<file path="src/hdl/nta_pkg.sv">
// ----------------------------------------------------------------------------
// nta_pkg
// Types and constants shared by the number formatter's front end, queue and
// character sequencer.
// ----------------------------------------------------------------------------
package nta_pkg;

  typedef enum logic [2:0] {
    KIND_HEX16  = 3'd0,
    KIND_HEX8   = 3'd1,
    KIND_SDEC   = 3'd2,
    KIND_RDEC   = 3'd3,
    KIND_BIN8   = 3'd4,
    KIND_UDEC16 = 3'd5
  } kind_t;

  // Five BCD digits: the low five decimal digits of a magnitude.
  localparam int BCD_W = 20;

  // Converter passes, four bits per cycle.
  localparam logic [3:0] ITER_WIDE = 4'd8;
  localparam logic [3:0] ITER_HALF = 4'd4;

  localparam int QUEUE_DEPTH = 2;

  typedef struct packed {
    kind_t             kind;
    logic              neg;
    logic [15:0]       raw;
    logic [BCD_W-1:0]  bcd;
  } job_t;

endpackage

</file>
<file path="src/hdl/number_to_ascii_formatter.sv">
// ----------------------------------------------------------------------------
// number_to_ascii_formatter
// Turns a number and a format kind into ASCII text, one character per item.
// ----------------------------------------------------------------------------
// The input channel (in_valid/in_ready, kind, value) takes one number per
// item; the output channel (out_valid/out_ready, character, last) sends its
// text one character per item, with last set on the final character.
// Kinds 6 and 7 are taken and produce no text.
// A hex or binary item passes the front end's job register, the queue and
// the sequencer's job registers on its way to the output register. Decimal
// kinds first pass a BCD converter taking four bits per cycle of the 32-bit
// magnitude (low 16 bits for unsigned 16-bit decimal); the front end takes
// the next item as it hands the finished job on. The output sends one
// character per cycle, without gaps while out_ready is high; 1 to 9 per job.
// A queue of QUEUE_DEPTH jobs sits between the converter and the sequencer,
// so new items keep being taken while the receiver stalls until the queue
// and the converter's holding register are full; then in_ready drops.
// Reset empties the queue, idles the front end and the sequencer and clears
// out_valid; nothing else persists between items.
// ----------------------------------------------------------------------------
module number_to_ascii_formatter #(
  parameter int QUEUE_DEPTH = nta_pkg::QUEUE_DEPTH
) (
  input  logic                clk,
  input  logic                rst,
  input  logic                in_valid,
  output logic                in_ready,
  input  logic [2:0]          kind,
  input  logic signed [31:0]  value,
  output logic                out_valid,
  input  logic                out_ready,
  output logic [7:0]          character,
  output logic                last
);

  logic           push_valid;
  logic           push_ready;
  nta_pkg::job_t  push_data;
  logic           pop_valid;
  logic           pop_ready;
  nta_pkg::job_t  pop_data;

  nta_front u_front (
    .clk        (clk),
    .rst        (rst),
    .in_valid   (in_valid),
    .in_ready   (in_ready),
    .kind       (kind),
    .value      (value),
    .push_valid (push_valid),
    .push_ready (push_ready),
    .push_data  (push_data)
  );

  nta_queue #(
    .DEPTH (QUEUE_DEPTH)
  ) u_queue (
    .clk        (clk),
    .rst        (rst),
    .push_valid (push_valid),
    .push_ready (push_ready),
    .push_data  (push_data),
    .pop_valid  (pop_valid),
    .pop_ready  (pop_ready),
    .pop_data   (pop_data)
  );

  nta_back u_back (
    .clk       (clk),
    .rst       (rst),
    .pop_valid (pop_valid),
    .pop_ready (pop_ready),
    .pop_data  (pop_data),
    .out_valid (out_valid),
    .out_ready (out_ready),
    .character (character),
    .last      (last)
  );

endmodule

</file>
<file path="src/hdl/nta_front.sv">
// ----------------------------------------------------------------------------
// nta_front
// Accepts items, sorts them by kind and, for the decimal kinds, converts the
// magnitude to five BCD digits four bits per cycle before handing the job on.
// ----------------------------------------------------------------------------
module nta_front (
  input  logic                clk,
  input  logic                rst,
  input  logic                in_valid,
  output logic                in_ready,
  input  logic [2:0]          kind,
  input  logic signed [31:0]  value,
  output logic                push_valid,
  input  logic                push_ready,
  output nta_pkg::job_t       push_data
);

  // Four double-dabble steps; digits carried out of the top are dropped, so
  // the result is the value modulo 100000.
  function automatic logic [nta_pkg::BCD_W-1:0] dabble4(
    input logic [nta_pkg::BCD_W-1:0] bcd_in,
    input logic [3:0]                bits
  );
    logic [nta_pkg::BCD_W-1:0] b;
    b = bcd_in;
    for (int s = 3; s >= 0; s--) begin
      for (int d = 0; d < 5; d++) begin
        if (b[4*d +: 4] >= 4'd5) begin
          b[4*d +: 4] = b[4*d +: 4] + 4'd3;
        end
      end
      b = {b[nta_pkg::BCD_W-2:0], bits[s]};
    end
    return b;
  endfunction

  logic               busy;
  logic [3:0]         cnt;
  logic [31:0]        sh;
  nta_pkg::job_t      job;

  logic               accept;
  logic               kind_ok;
  logic [31:0]        raw;
  logic [31:0]        mag;
  logic [3:0]         load_cnt;
  logic [31:0]        load_sh;

  assign raw        = value;
  assign mag        = raw[31] ? (~raw + 32'd1) : raw;
  assign kind_ok    = (kind <= nta_pkg::KIND_UDEC16);
  assign push_valid = busy && (cnt == 4'd0);
  assign in_ready   = !busy || ((cnt == 4'd0) && push_ready);
  assign accept     = in_valid && in_ready;
  assign push_data  = job;

  always_comb begin
    unique case (kind) inside
      nta_pkg::KIND_SDEC, nta_pkg::KIND_RDEC: begin
        load_cnt = nta_pkg::ITER_WIDE;
        load_sh  = mag;
      end
      nta_pkg::KIND_UDEC16: begin
        load_cnt = nta_pkg::ITER_HALF;
        load_sh  = {raw[15:0], 16'd0};
      end
      default: begin
        load_cnt = 4'd0;
        load_sh  = raw;
      end
    endcase
  end

  always_ff @(posedge clk) begin
    if (rst) begin
      busy <= 1'b0;
      cnt  <= 4'd0;
    end else if (accept) begin
      // Unused kinds give no text and are simply dropped.
      busy <= kind_ok;
      cnt  <= load_cnt;
    end else if (push_valid && push_ready) begin
      busy <= 1'b0;
    end else if (busy && (cnt != 4'd0)) begin
      cnt <= cnt - 4'd1;
    end
  end

  always_ff @(posedge clk) begin
    if (accept) begin
      job.kind <= nta_pkg::kind_t'(kind);
      job.neg  <= raw[31];
      job.raw  <= raw[15:0];
      job.bcd  <= '0;
      sh       <= load_sh;
    end else if (busy && (cnt != 4'd0)) begin
      job.bcd <= dabble4(job.bcd, sh[31:28]);
      sh      <= {sh[27:0], 4'd0};
    end
  end

endmodule

</file>
<file path="src/hdl/nta_queue.sv">
// ----------------------------------------------------------------------------
// nta_queue
// Short first-in first-out queue of converted jobs between the front end and
// the character sequencer.
// ----------------------------------------------------------------------------
module nta_queue #(
  parameter int DEPTH = nta_pkg::QUEUE_DEPTH
) (
  input  logic           clk,
  input  logic           rst,
  input  logic           push_valid,
  output logic           push_ready,
  input  nta_pkg::job_t  push_data,
  output logic           pop_valid,
  input  logic           pop_ready,
  output nta_pkg::job_t  pop_data
);

  localparam int PTR_W = (DEPTH > 1) ? $clog2(DEPTH) : 1;
  localparam int CNT_W = $clog2(DEPTH + 1);
  localparam logic [PTR_W-1:0] PTR_LAST = PTR_W'(DEPTH - 1);
  localparam logic [CNT_W-1:0] CNT_FULL = CNT_W'(DEPTH);

  nta_pkg::job_t     slots [DEPTH];
  logic [PTR_W-1:0]  wr_ptr;
  logic [PTR_W-1:0]  rd_ptr;
  logic [CNT_W-1:0]  count;
  logic              push;
  logic              pop;

  assign push_ready = (count != CNT_FULL);
  assign pop_valid  = (count != '0);
  assign push       = push_valid && push_ready;
  assign pop        = pop_valid && pop_ready;
  assign pop_data   = slots[rd_ptr];

  always_ff @(posedge clk) begin
    if (rst) begin
      wr_ptr <= '0;
      rd_ptr <= '0;
      count  <= '0;
    end else begin
      if (push) begin
        wr_ptr <= (wr_ptr == PTR_LAST) ? '0 : wr_ptr + 1'b1;
      end
      if (pop) begin
        rd_ptr <= (rd_ptr == PTR_LAST) ? '0 : rd_ptr + 1'b1;
      end
      case ({push, pop})
        2'b10:   count <= count + 1'b1;
        2'b01:   count <= count - 1'b1;
        default: count <= count;
      endcase
    end
  end

  always_ff @(posedge clk) begin
    if (push) begin
      slots[wr_ptr] <= push_data;
    end
  end

endmodule

</file>
<file path="src/hdl/nta_back.sv">
// ----------------------------------------------------------------------------
// nta_back
// Character sequencer: takes one job at a time from the queue and sends its
// characters through an output register, one per cycle while out_ready allows.
// ----------------------------------------------------------------------------
module nta_back (
  input  logic           clk,
  input  logic           rst,
  input  logic           pop_valid,
  output logic           pop_ready,
  input  nta_pkg::job_t  pop_data,
  output logic           out_valid,
  input  logic           out_ready,
  output logic [7:0]     character,
  output logic           last
);

  localparam logic [7:0] CHAR_ZERO  = 8'h30;
  localparam logic [7:0] CHAR_ONE   = 8'h31;
  localparam logic [7:0] CHAR_SPACE = 8'h20;
  localparam logic [7:0] CHAR_MINUS = 8'h2d;
  localparam logic [7:0] CHAR_B     = 8'h62;
  localparam logic [7:0] HEX_ALPHA  = 8'd7;

  function automatic logic [7:0] hex_char(input logic [3:0] nib);
    logic [7:0] c;
    c = {4'd0, nib} + CHAR_ZERO;
    if (nib > 4'd9) begin
      c = c + HEX_ALPHA;
    end
    return c;
  endfunction

  // Digit 0 is the ten-thousands digit, digit 4 the units.
  function automatic logic [3:0] digit_of(
    input logic [nta_pkg::BCD_W-1:0] bcd_in,
    input logic [2:0]                idx
  );
    logic [3:0] d;
    case (idx)
      3'd0:    d = bcd_in[19:16];
      3'd1:    d = bcd_in[15:12];
      3'd2:    d = bcd_in[11:8];
      3'd3:    d = bcd_in[7:4];
      default: d = bcd_in[3:0];
    endcase
    return d;
  endfunction

  // Slot 0 is the sign, slots 1 to 5 the decimal digits; hex and binary
  // text counts from slot 0 upwards.
  logic                        active;
  nta_pkg::kind_t              kind;
  logic                        neg;
  logic [15:0]                 raw;
  logic [nta_pkg::BCD_W-1:0]   bcd;
  logic [2:0]                  first;
  logic [3:0]                  slot;

  logic        advance;
  logic        is_last;
  logic        pop;
  logic [3:0]  end_slot;
  logic [3:0]  jump;
  logic [3:0]  slot_next;
  logic [3:0]  start_slot;
  logic [2:0]  head_first;
  logic [2:0]  digit_idx;
  logic [3:0]  dig;
  logic [3:0]  nib;
  logic [7:0]  cur_char;

  assign advance   = active && (!out_valid || out_ready);
  assign is_last   = (slot == end_slot);
  assign pop_ready = !active || (advance && is_last);
  assign pop       = pop_valid && pop_ready;
  assign digit_idx = 3'(slot - 4'd1);
  assign dig       = digit_of(bcd, digit_idx);

  always_comb begin
    unique case (kind) inside
      nta_pkg::KIND_HEX16: end_slot = 4'd3;
      nta_pkg::KIND_HEX8:  end_slot = 4'd1;
      nta_pkg::KIND_BIN8:  end_slot = 4'd8;
      default:             end_slot = 4'd5;
    endcase
  end

  // Position of the first significant digit; the units digit always counts.
  always_comb begin
    if (pop_data.bcd[19:16] != 4'd0) begin
      head_first = 3'd0;
    end else if (pop_data.bcd[15:12] != 4'd0) begin
      head_first = 3'd1;
    end else if (pop_data.bcd[11:8] != 4'd0) begin
      head_first = 3'd2;
    end else if (pop_data.bcd[7:4] != 4'd0) begin
      head_first = 3'd3;
    end else begin
      head_first = 3'd4;
    end
  end

  always_comb begin
    unique case (pop_data.kind) inside
      nta_pkg::KIND_RDEC:   start_slot = pop_data.neg ? 4'd0 : 4'd1;
      nta_pkg::KIND_UDEC16: start_slot = {1'b0, head_first} + 4'd1;
      default:              start_slot = 4'd0;
    endcase
  end

  always_comb begin
    unique case (kind) inside
      nta_pkg::KIND_SDEC, nta_pkg::KIND_UDEC16: jump = {1'b0, first} + 4'd1;
      default:                                  jump = 4'd1;
    endcase
    slot_next = (slot == 4'd0) ? jump : slot + 4'd1;
  end

  always_comb begin
    nib = 4'd0;
    unique case (kind) inside
      nta_pkg::KIND_HEX16: begin
        case (slot[1:0])
          2'd0:    nib = raw[15:12];
          2'd1:    nib = raw[11:8];
          2'd2:    nib = raw[7:4];
          default: nib = raw[3:0];
        endcase
        cur_char = hex_char(nib);
      end
      nta_pkg::KIND_HEX8: begin
        nib      = slot[0] ? raw[3:0] : raw[7:4];
        cur_char = hex_char(nib);
      end
      nta_pkg::KIND_BIN8: begin
        if (slot == 4'd8) begin
          cur_char = CHAR_B;
        end else begin
          cur_char = raw[3'd7 - slot[2:0]] ? CHAR_ONE : CHAR_ZERO;
        end
      end
      nta_pkg::KIND_SDEC, nta_pkg::KIND_RDEC, nta_pkg::KIND_UDEC16: begin
        if (slot == 4'd0) begin
          cur_char = neg ? CHAR_MINUS : CHAR_SPACE;
        end else if ((kind == nta_pkg::KIND_RDEC) && (digit_idx < first)) begin
          cur_char = CHAR_SPACE;
        end else begin
          cur_char = {4'd0, dig} + CHAR_ZERO;
        end
      end
      default: cur_char = CHAR_SPACE;
    endcase
  end

  always_ff @(posedge clk) begin
    if (rst) begin
      active    <= 1'b0;
      out_valid <= 1'b0;
    end else begin
      if (pop) begin
        active <= 1'b1;
      end else if (advance && is_last) begin
        active <= 1'b0;
      end
      if (advance) begin
        out_valid <= 1'b1;
      end else if (out_ready) begin
        out_valid <= 1'b0;
      end
    end
  end

  always_ff @(posedge clk) begin
    if (pop) begin
      kind  <= pop_data.kind;
      neg   <= pop_data.neg;
      raw   <= pop_data.raw;
      bcd   <= pop_data.bcd;
      first <= head_first;
      slot  <= start_slot;
    end else if (advance) begin
      slot <= slot_next;
    end
    if (advance) begin
      character <= cur_char;
      last      <= is_last;
    end
  end

`ifndef SYNTHESIS
  a_slot_in_range: assert property (@(posedge clk) disable iff (rst)
    active |-> (slot <= end_slot))
    else $error("character slot ran past the end of its text");

  a_pop_only_when_free: assert property (@(posedge clk) disable iff (rst)
    pop |-> (!active || (advance && is_last)))
    else $error("job taken from the queue while another is still being sent");

  a_idle_after_last: assert property (@(posedge clk) disable iff (rst)
    (advance && is_last && !pop_valid) |=> !active)
    else $error("sequencer stayed busy after the final character");
`endif

endmodule

</file>
<file path="config.mk">
export PLATFORM = sky130hd
export DESIGN_NAME = number_to_ascii_formatter
export DESIGN_NICKNAME = d
export VERILOG_FILES = /design/src/hdl/nta_pkg.sv /design/src/hdl/number_to_ascii_formatter.sv /design/src/hdl/nta_front.sv /design/src/hdl/nta_queue.sv /design/src/hdl/nta_back.sv
export SDC_FILE = /design/constraint.sdc
export NUM_CORES = 1
export LEC_CHECK = 0
export ABC_CLOCK_PERIOD_IN_PS = 3900
export BUFFER_PORTS_ARGS = -buffer_cell sky130_fd_sc_hd__buf_2
export CAP_MARGIN = 20
export CORE_MARGIN = 4
export CORE_UTILIZATION = 40
export CTS_CLUSTER_DIAMETER = 80
export DETAILED_ROUTE_END_ITERATION = 16
export GPL_ROUTABILITY_DRIVEN = 0
export HOLD_SLACK_MARGIN = 0.08
export SYNTH_ARGS = -nofsm -noshare
export SYNTH_HDL_FRONTEND = slang
export SYNTH_HIERARCHICAL = 1
export SYNTH_SLANG_ARGS = --single-unit
</file>
<file path="constraint.sdc">
create_clock -name clk -period 3.9 [get_ports clk]
set_input_delay 1.17 -clock clk [delete_from_list [all_inputs] [get_ports clk]]
set_output_delay 1.17 -clock clk [all_outputs]
set_load 0.02 [all_outputs]
</file>
After elaboration in Yosys (flattened, before gate mapping)
Memory sizes are Yosys's and may differ from the RTL's. A register that Yosys moved wholly into a read port is not among the register bits.
Cells that the tools add are included.
{"block": "word_totals", "word_cells": 236, "in_bits": 39, "n_memories": 1, "output_inout_bits": 11, "register_bits": 139, "ramBits": 80}
{"block": "classes", "n_lt_le_gt_ge": 25, "bitwise_logic": 1, "mux": 96, "n_eq_ne": 21, "n_reduce_logical": 36, "addsub": 36}
{"memory": "u_queue.slots", "depth": 2, "width": 40, "read_ports": 1, "rd_ports_with_merged_regs": 1, "wr": 1, "line": "nta_queue.sv:24", "rtl": "nta_pkg::job_t slots [DEPTH];"}
{"cell": "$mux W4", "n": 50}
{"cell": "$mux W32", "n": 3}
{"cell": "$ge A4 B3 Y1 const B", "n": 20}
{"cell": "$add A4 B2 Y4 const B", "n": 16}
{"cell": "$pmux W32 S2", "n": 1}
{"cell": "$mux W3", "n": 14}
{"cell": "$mux W8", "n": 5}
{"cell": "$add A32 B1 Y32 const B", "n": 1}
{"cell": "$not A32 Y32", "n": 1}
{"cell": "$pmux W8 S4", "n": 1}
{"cell": "$pmux W4 S3", "n": 2}
{"cell": "$add A4 B6 Y7 const B", "n": 3}
{"cell": "$eq A3 B2 Y1 const B", "n": 7}
{"cell": "$reduce_bool A4 Y1", "n": 5}
{"cell": "$add A8 B3 Y8 const B", "n": 2}
{"cell": "$pmux W4 S2", "n": 2}
{"cell": "$pmux W4 S4", "n": 1}
{"cell": "$mux W1", "n": 15}
{"cell": "$reduce_bool A2 Y1", "n": 7}
{"cell": "$add A3 B2 Y3 const B", "n": 4}
{"cell": "$eq A3 B3 Y1 const B", "n": 4}
{"cell": "$logic_and A1 B1 Y1", "n": 9}
{"cell": "$add A3 B1 Y4 const B", "n": 2}
{"cell": "$gt A4 B4 Y1 const B", "n": 2}
{"cell": "26 further kinds", "n": 38}

Depth between registers and ports, before layout
{"block": "depth", "depth_word": 15, "ltp_mapped": 19}

Hierarchy
Netlist, hierarchy kept.
{"mod": "nta_front", "cells_per_inst": 743, "seq_area_each_um2": 2062.0, "instances": 1, "area_each_um2": 6054.6}
{"mod": "nta_queue", "cells_per_inst": 148, "seq_area_each_um2": 2502.4, "instances": 1, "area_each_um2": 3095.5}
{"mod": "nta_back", "cells_per_inst": 243, "seq_area_each_um2": 1691.6, "instances": 1, "area_each_um2": 3016.6}

Worst setup path after synthesis
No wires, ideal clock.
{"block": "synth_path", "path_type": "reg-to-reg", "from": "reg u_front.job (netlist bit u_front/push_data[5])", "to": "reg u_front.job (netlist bit u_front/push_data[11])", "setup_time_ns": 0.062, "synth_period_minus_slack_ns": 3.742, "stages_incl_launch_ff": 16, "path_buffers": 1, "path_slack_ns": 0.158, "t_arrival_ns": 3.680, "path_cell_list": "dfxtp_1 -> inv_1 -> ha_1 -> nand2b_1 -> a21oi_1 -> mux2_4 -> or3_4 -> and2_4 -> buf_6 -> ha_1 -> a221oi_2 -> mux2_2 -> o211ai_2 -> nor2_1 -> or4_1 -> nand3_1"}
{"block": "synth_between", "elab_chain_cells": 14, "word_cells_on_any_way": 28, "classes_between": "6 x add/sub; 6 x order compare; 16 x mux"}
{"element": "start, declared", "line": "nta_front.sv:40", "rtl": "nta_pkg::job_t job;"}
{"element": "$add A4 B2 Y4 or $ge A4 B3 Y1 (tied branches)", "line": "nta_front.sv:29, nta_front.sv:28"}
{"element": "$mux W4 (*)", "line": "nta_front.sv:28", "rtl": "if (b[4*d +: 4] >= 4'd5) begin"}
{"element": "$mux W4 (*)", "line": "nta_front.sv:96", "rtl": "end else if (busy && (cnt != 4'd0)) begin"}
{"element": "$mux W4 (*)", "line": "nta_front.sv:90", "rtl": "if (accept) begin"}
{"element": "$add A4 B2 Y4 or $ge A4 B3 Y1 (tied branches)", "line": "nta_front.sv:29, nta_front.sv:28"}
{"element": "$mux W4", "line": "nta_front.sv:28"}
{"element": "$mux W4", "line": "nta_front.sv:96"}
{"element": "$mux W4", "line": "nta_front.sv:90"}
{"element": "$add A4 B2 Y4 or $ge A4 B3 Y1 (tied branches)", "line": "nta_front.sv:29, nta_front.sv:28"}
{"element": "$mux W4", "line": "nta_front.sv:28"}
{"element": "$mux W4", "line": "nta_front.sv:96"}
{"element": "$mux W4", "line": "nta_front.sv:90"}
{"element": "$add A4 B2 Y4 or $ge A4 B3 Y1 (tied branches)", "line": "nta_front.sv:29, nta_front.sv:28"}
{"element": "$mux W4 (*)", "line": "nta_front.sv:28"}
Every way passes the cells marked *; elsewhere a longest branch is shown, timed or not. The select of a mux whose other input is x is not followed.
A chain may end at the register's enable or synchronous reset.

Worst setup path in the final report
Ends and elaborated chain as after synthesis.

==> summary.txt <==
Die Wd = 182 µm
first-pass GRT wire length = 45,900 µm
n_diodes = 0
Via density = 5.73
DIE AREA = 0.0333 mm²
number of buffers added on ports = 48
MaxCap Viol Count = 0
DR WL/cell = 17.3 µm
clock buffer depth = 3
post-synthesis compound-gate area fraction = 19.1%
Mapped Nets = 1,208
mux cell area share after synthesis = 6.92%
RSZ-0062 raised after global routing = no
Util after Layout = 46.5%
count of different cell masters after synthesis = 86
Post-synth EDFFs = 187
Synth Area in Simple Gates = 14.1%
core area = 0.0298 mm²
slew margin rel. = 34.2%
clock skew = 0.00910 ns
Peak VDD IR = 385 µV
critical path class = register to register
Comb pwr share = 34.4%
Worst-Skew Late Latency = 0.52 ns
internal power = 5.55 mW
pin count of the biggest net entering global routing = 54
clk slew on worst S/H paths = 0.06 ns
Synth Area in XOR/XNOR = 1.72%
WHS = 0.440 ns
GRT Overall Usage = 16.5%
sequential power share = 40.2%
Crit Path Max Fanout = 9
share of post-route cells with drive strength above 1 = 18.5%
number of CTS-inserted buffers = 25
most used flip-flop cell after synthesis = edfxtp_1
Vias = 9,250
Async SR Flop Fraction = 0%
Syn. warnings = 6
main combinational cell family by area after synthesis = compound AO/OA/AOI/OAI gates
number of global-route vias before repair = 8,704
Max Freq = 269 MHz
Slew Limit Fails = 0
worst slew pin tran = 0.988 ns
starting DRC count in detailed routing = 739
antenna violations before repair = 0
post-synthesis register bit count = 219
register area share after synthesis = 51.4%
area delta synth->final = 13.8%
Mapped Cells = 1,134
adder and majority gate portion of the synthesized area = 3.60%
fillers = 2,730
Static Leak = 4.85 nW
Sink Count = 219
WL final = 28,000 µm
setup TNS = 0 ns
Worst Path Required = 4.36 ns
NetSw = 2.93 mW
Hold Path Class = register to register
top-level port count = 50
Final ANT Viol Nets = 0
Pre-Repair DR Iteration Count = 5
CP endpoint kind = register
total gr overflow = 0
hpwl dp = 19,500 µm
startpoint types = register
post-synthesis cell area = 0.0122 mm²
final hold vios = 0
pwr dens = 612 mW/mm²
initial core utilization = 40.8%
r2r setup slk = 0.18 ns
Std-Cell Rows = 63
Max H-tree Level = 1
Clk pwr share = 25.4%
DRC viols = 0
CTS tree = done
Die Y = 182 µm
endpoints failing setup = 0
sw frac = 34.6%
Mapped Avg Cell Area = 10.7 µm²
nets = 1,279
status = finished clean
fin crit share = 95.4%
Root Driver = clkbuf_16
post-route minimum period = 3.72 ns
Worst Path Arrival = 4.18 ns
==> registers in the layout, indices dropped and copies added, names as in the netlist, named ones only <==
signal / count
u_back/raw: 16
u_front/push_data: 40
u_back/active: 1
u_back/kind: 3
u_back/bcd: 20
u_back/first: 3
u_front/busy: 1
u_back/character: 7
u_back/out_valid: 1
u_queue/slots: 80
u_queue/wr_ptr: 1
u_back/neg: 1
u_front/sh: 32
u_back/last: 1
u_queue/count: 2
u_queue/rd_ptr: 1
u_back/slot: 4
u_front/cnt: 4
==> cell type report <==
cell class / instances / area, µm² / share of cell area (%)
inverters: 46 / 173 / 1.25
clock buffers: 30 / 654 / 4.73
well taps: 390 / 488 / 3.52
repair buffers: 89 / 548 / 3.96
clock inverters: 16 / 115 / 0.831
flip-flops and latches: 219 / 6260 / 45.2
multi-input cells: 824 / 5610 / 40.5
==> metal layers <==
metal	vias up	global-route usage (%)	wire length [µm]
met3	48	2.07	1320
met5	-	0	0
li1	4488	-	-
met4	0	4.23	654
met1	4471	24.2	13300
met2	243	26.0	12700
==> cell usage in the layout (no fill, tap or decap), types with 19 or more instances in the layout <==
cell	netlist	final
nand2_1	89	89
or3_1	21	21
buf_2	10	48
ha_1	35	34
a31oi_1	29	29
clkbuf_16	0	25
buf_4	1	41
dfxtp_1	32	30
a21oi_1	80	76
nand2b_1	19	19
nand3_1	19	19
nor3_1	20	20
mux2_2	53	52
nor2_1	96	96
edfxtp_1	187	187
inv_1	43	43
xnor2_1	19	19
o21ai_0	79	79
==> worst paths after layout <==
path              cells after the start                            endpoint                         startpoint
hold / removal                        0      u_queue/slots[1][30]$_DFFE_PP_    u_front/push_data[30]$_DFFE_PP_
hold reg to reg                       0      u_queue/slots[1][30]$_DFFE_PP_    u_front/push_data[30]$_DFFE_PP_
setup reg to reg                     14  u_front/push_data[11]$_SDFFE_PP0P_  u_front/push_data[5]$_SDFFE_PP0P_
setup / recovery                     14  u_front/push_data[11]$_SDFFE_PP0P_  u_front/push_data[5]$_SDFFE_PP0P_
==> repair_timing <==
action,4_1_cts,5_1_grt
hold buffers,0,0
gates resized for setup,0,15
buffers inserted,0,1
endpoints found under the setup margin,0,8
==> kinds of logic after synthesis <==
kind of cell	count (synthesis)
AOI/OAI and AO/OA	350
xor gates and xnor gates	23
adders and majority gates	35
buffers and inverters	91
DFF	219
muxes	74
other	1
and+or+nand+nor	341
==> power by group through the flow <==
stage	Combinational, mW	Clock (mW)	Sequential, mW
floorplan	2.19	0	3.36
global placement	2.84	0	3.43
detailed placement	2.87	0	3.45
CTS	2.89	2.22	3.40
global route	3.27	2.32	3.46
finish	2.92	2.16	3.40
==> cell usage after synthesis, drive strengths merged, types with 5 or more instances <==
cell	count	share of area [%]
o22ai	8	0.41
nand3	19	0.78
o31ai	10	0.62
nor4	6	0.36
o21ai	89	3.7
xnor2	20	1.5
a222oi	7	0.58
a221oi	17	1.5
nor2	96	3.0
or3	22	1.2
nand2	90	2.8
nor3	21	0.91
a22oi	10	0.62
or2	6	0.31
o31a	7	0.50
edfxtp	187	46
clkbuf	30	0.93
a31oi	29	1.5
a211oi	16	1.2
dfxtp	32	5.3
and2	6	0.33
nand3b	8	0.49
buf	15	0.72
nor2b	8	0.41
inv	45	1.4
o221ai	5	0.36
mux2	55	5.2
nand2b	20	1.1
o211ai	13	0.88
or4	6	0.37
a211o	7	0.50
and3	7	0.36
a21oi	82	3.4
a32oi	5	0.36
a2bb2oi	6	0.43
ha	35	3.6
nor3b	17	1.1
mux2i	17	1.4
o21a	14	0.86
==> worst max-delay path, cell delays in order (launching register included) <==
cell	delay [ns]
dfxtp_2	0.36
inv_1	0.09
ha_1	0.19
nand2b_1	0.18
a21oi_2	0.21
mux2_4	0.35
or3_4	0.40
and2_4	0.20
ha_1	0.22
a221oi_4	0.32
mux2_2	0.38
o211ai_2	0.12
nor2_1	0.08
or4_1	0.46
nand3_1	0.09
==> stage by stage <==
| stage | instance area (µm²) | setup WS [ns] | cells | total power, mW |
|---|---|---|---|---|
| 6_report | 13800 | 0.181 | 1614 | 8.48 |
| 5_1_grt | 13800 | 0.000132 | 1614 | 9.05 |
| 4_1_cts | 13800 | 0.0920 | 1613 | 8.51 |
| 3_5_place_dp | 13000 | 0.108 | 1567 | 6.32 |
| 3_3_place_gp | 13000 | 0.176 | 1567 | 6.28 |
| 2_1_floorplan | 12200 | 0.158 | 1134 | 5.55 |
Note: power is estimated with default switching activity, not from simulation.
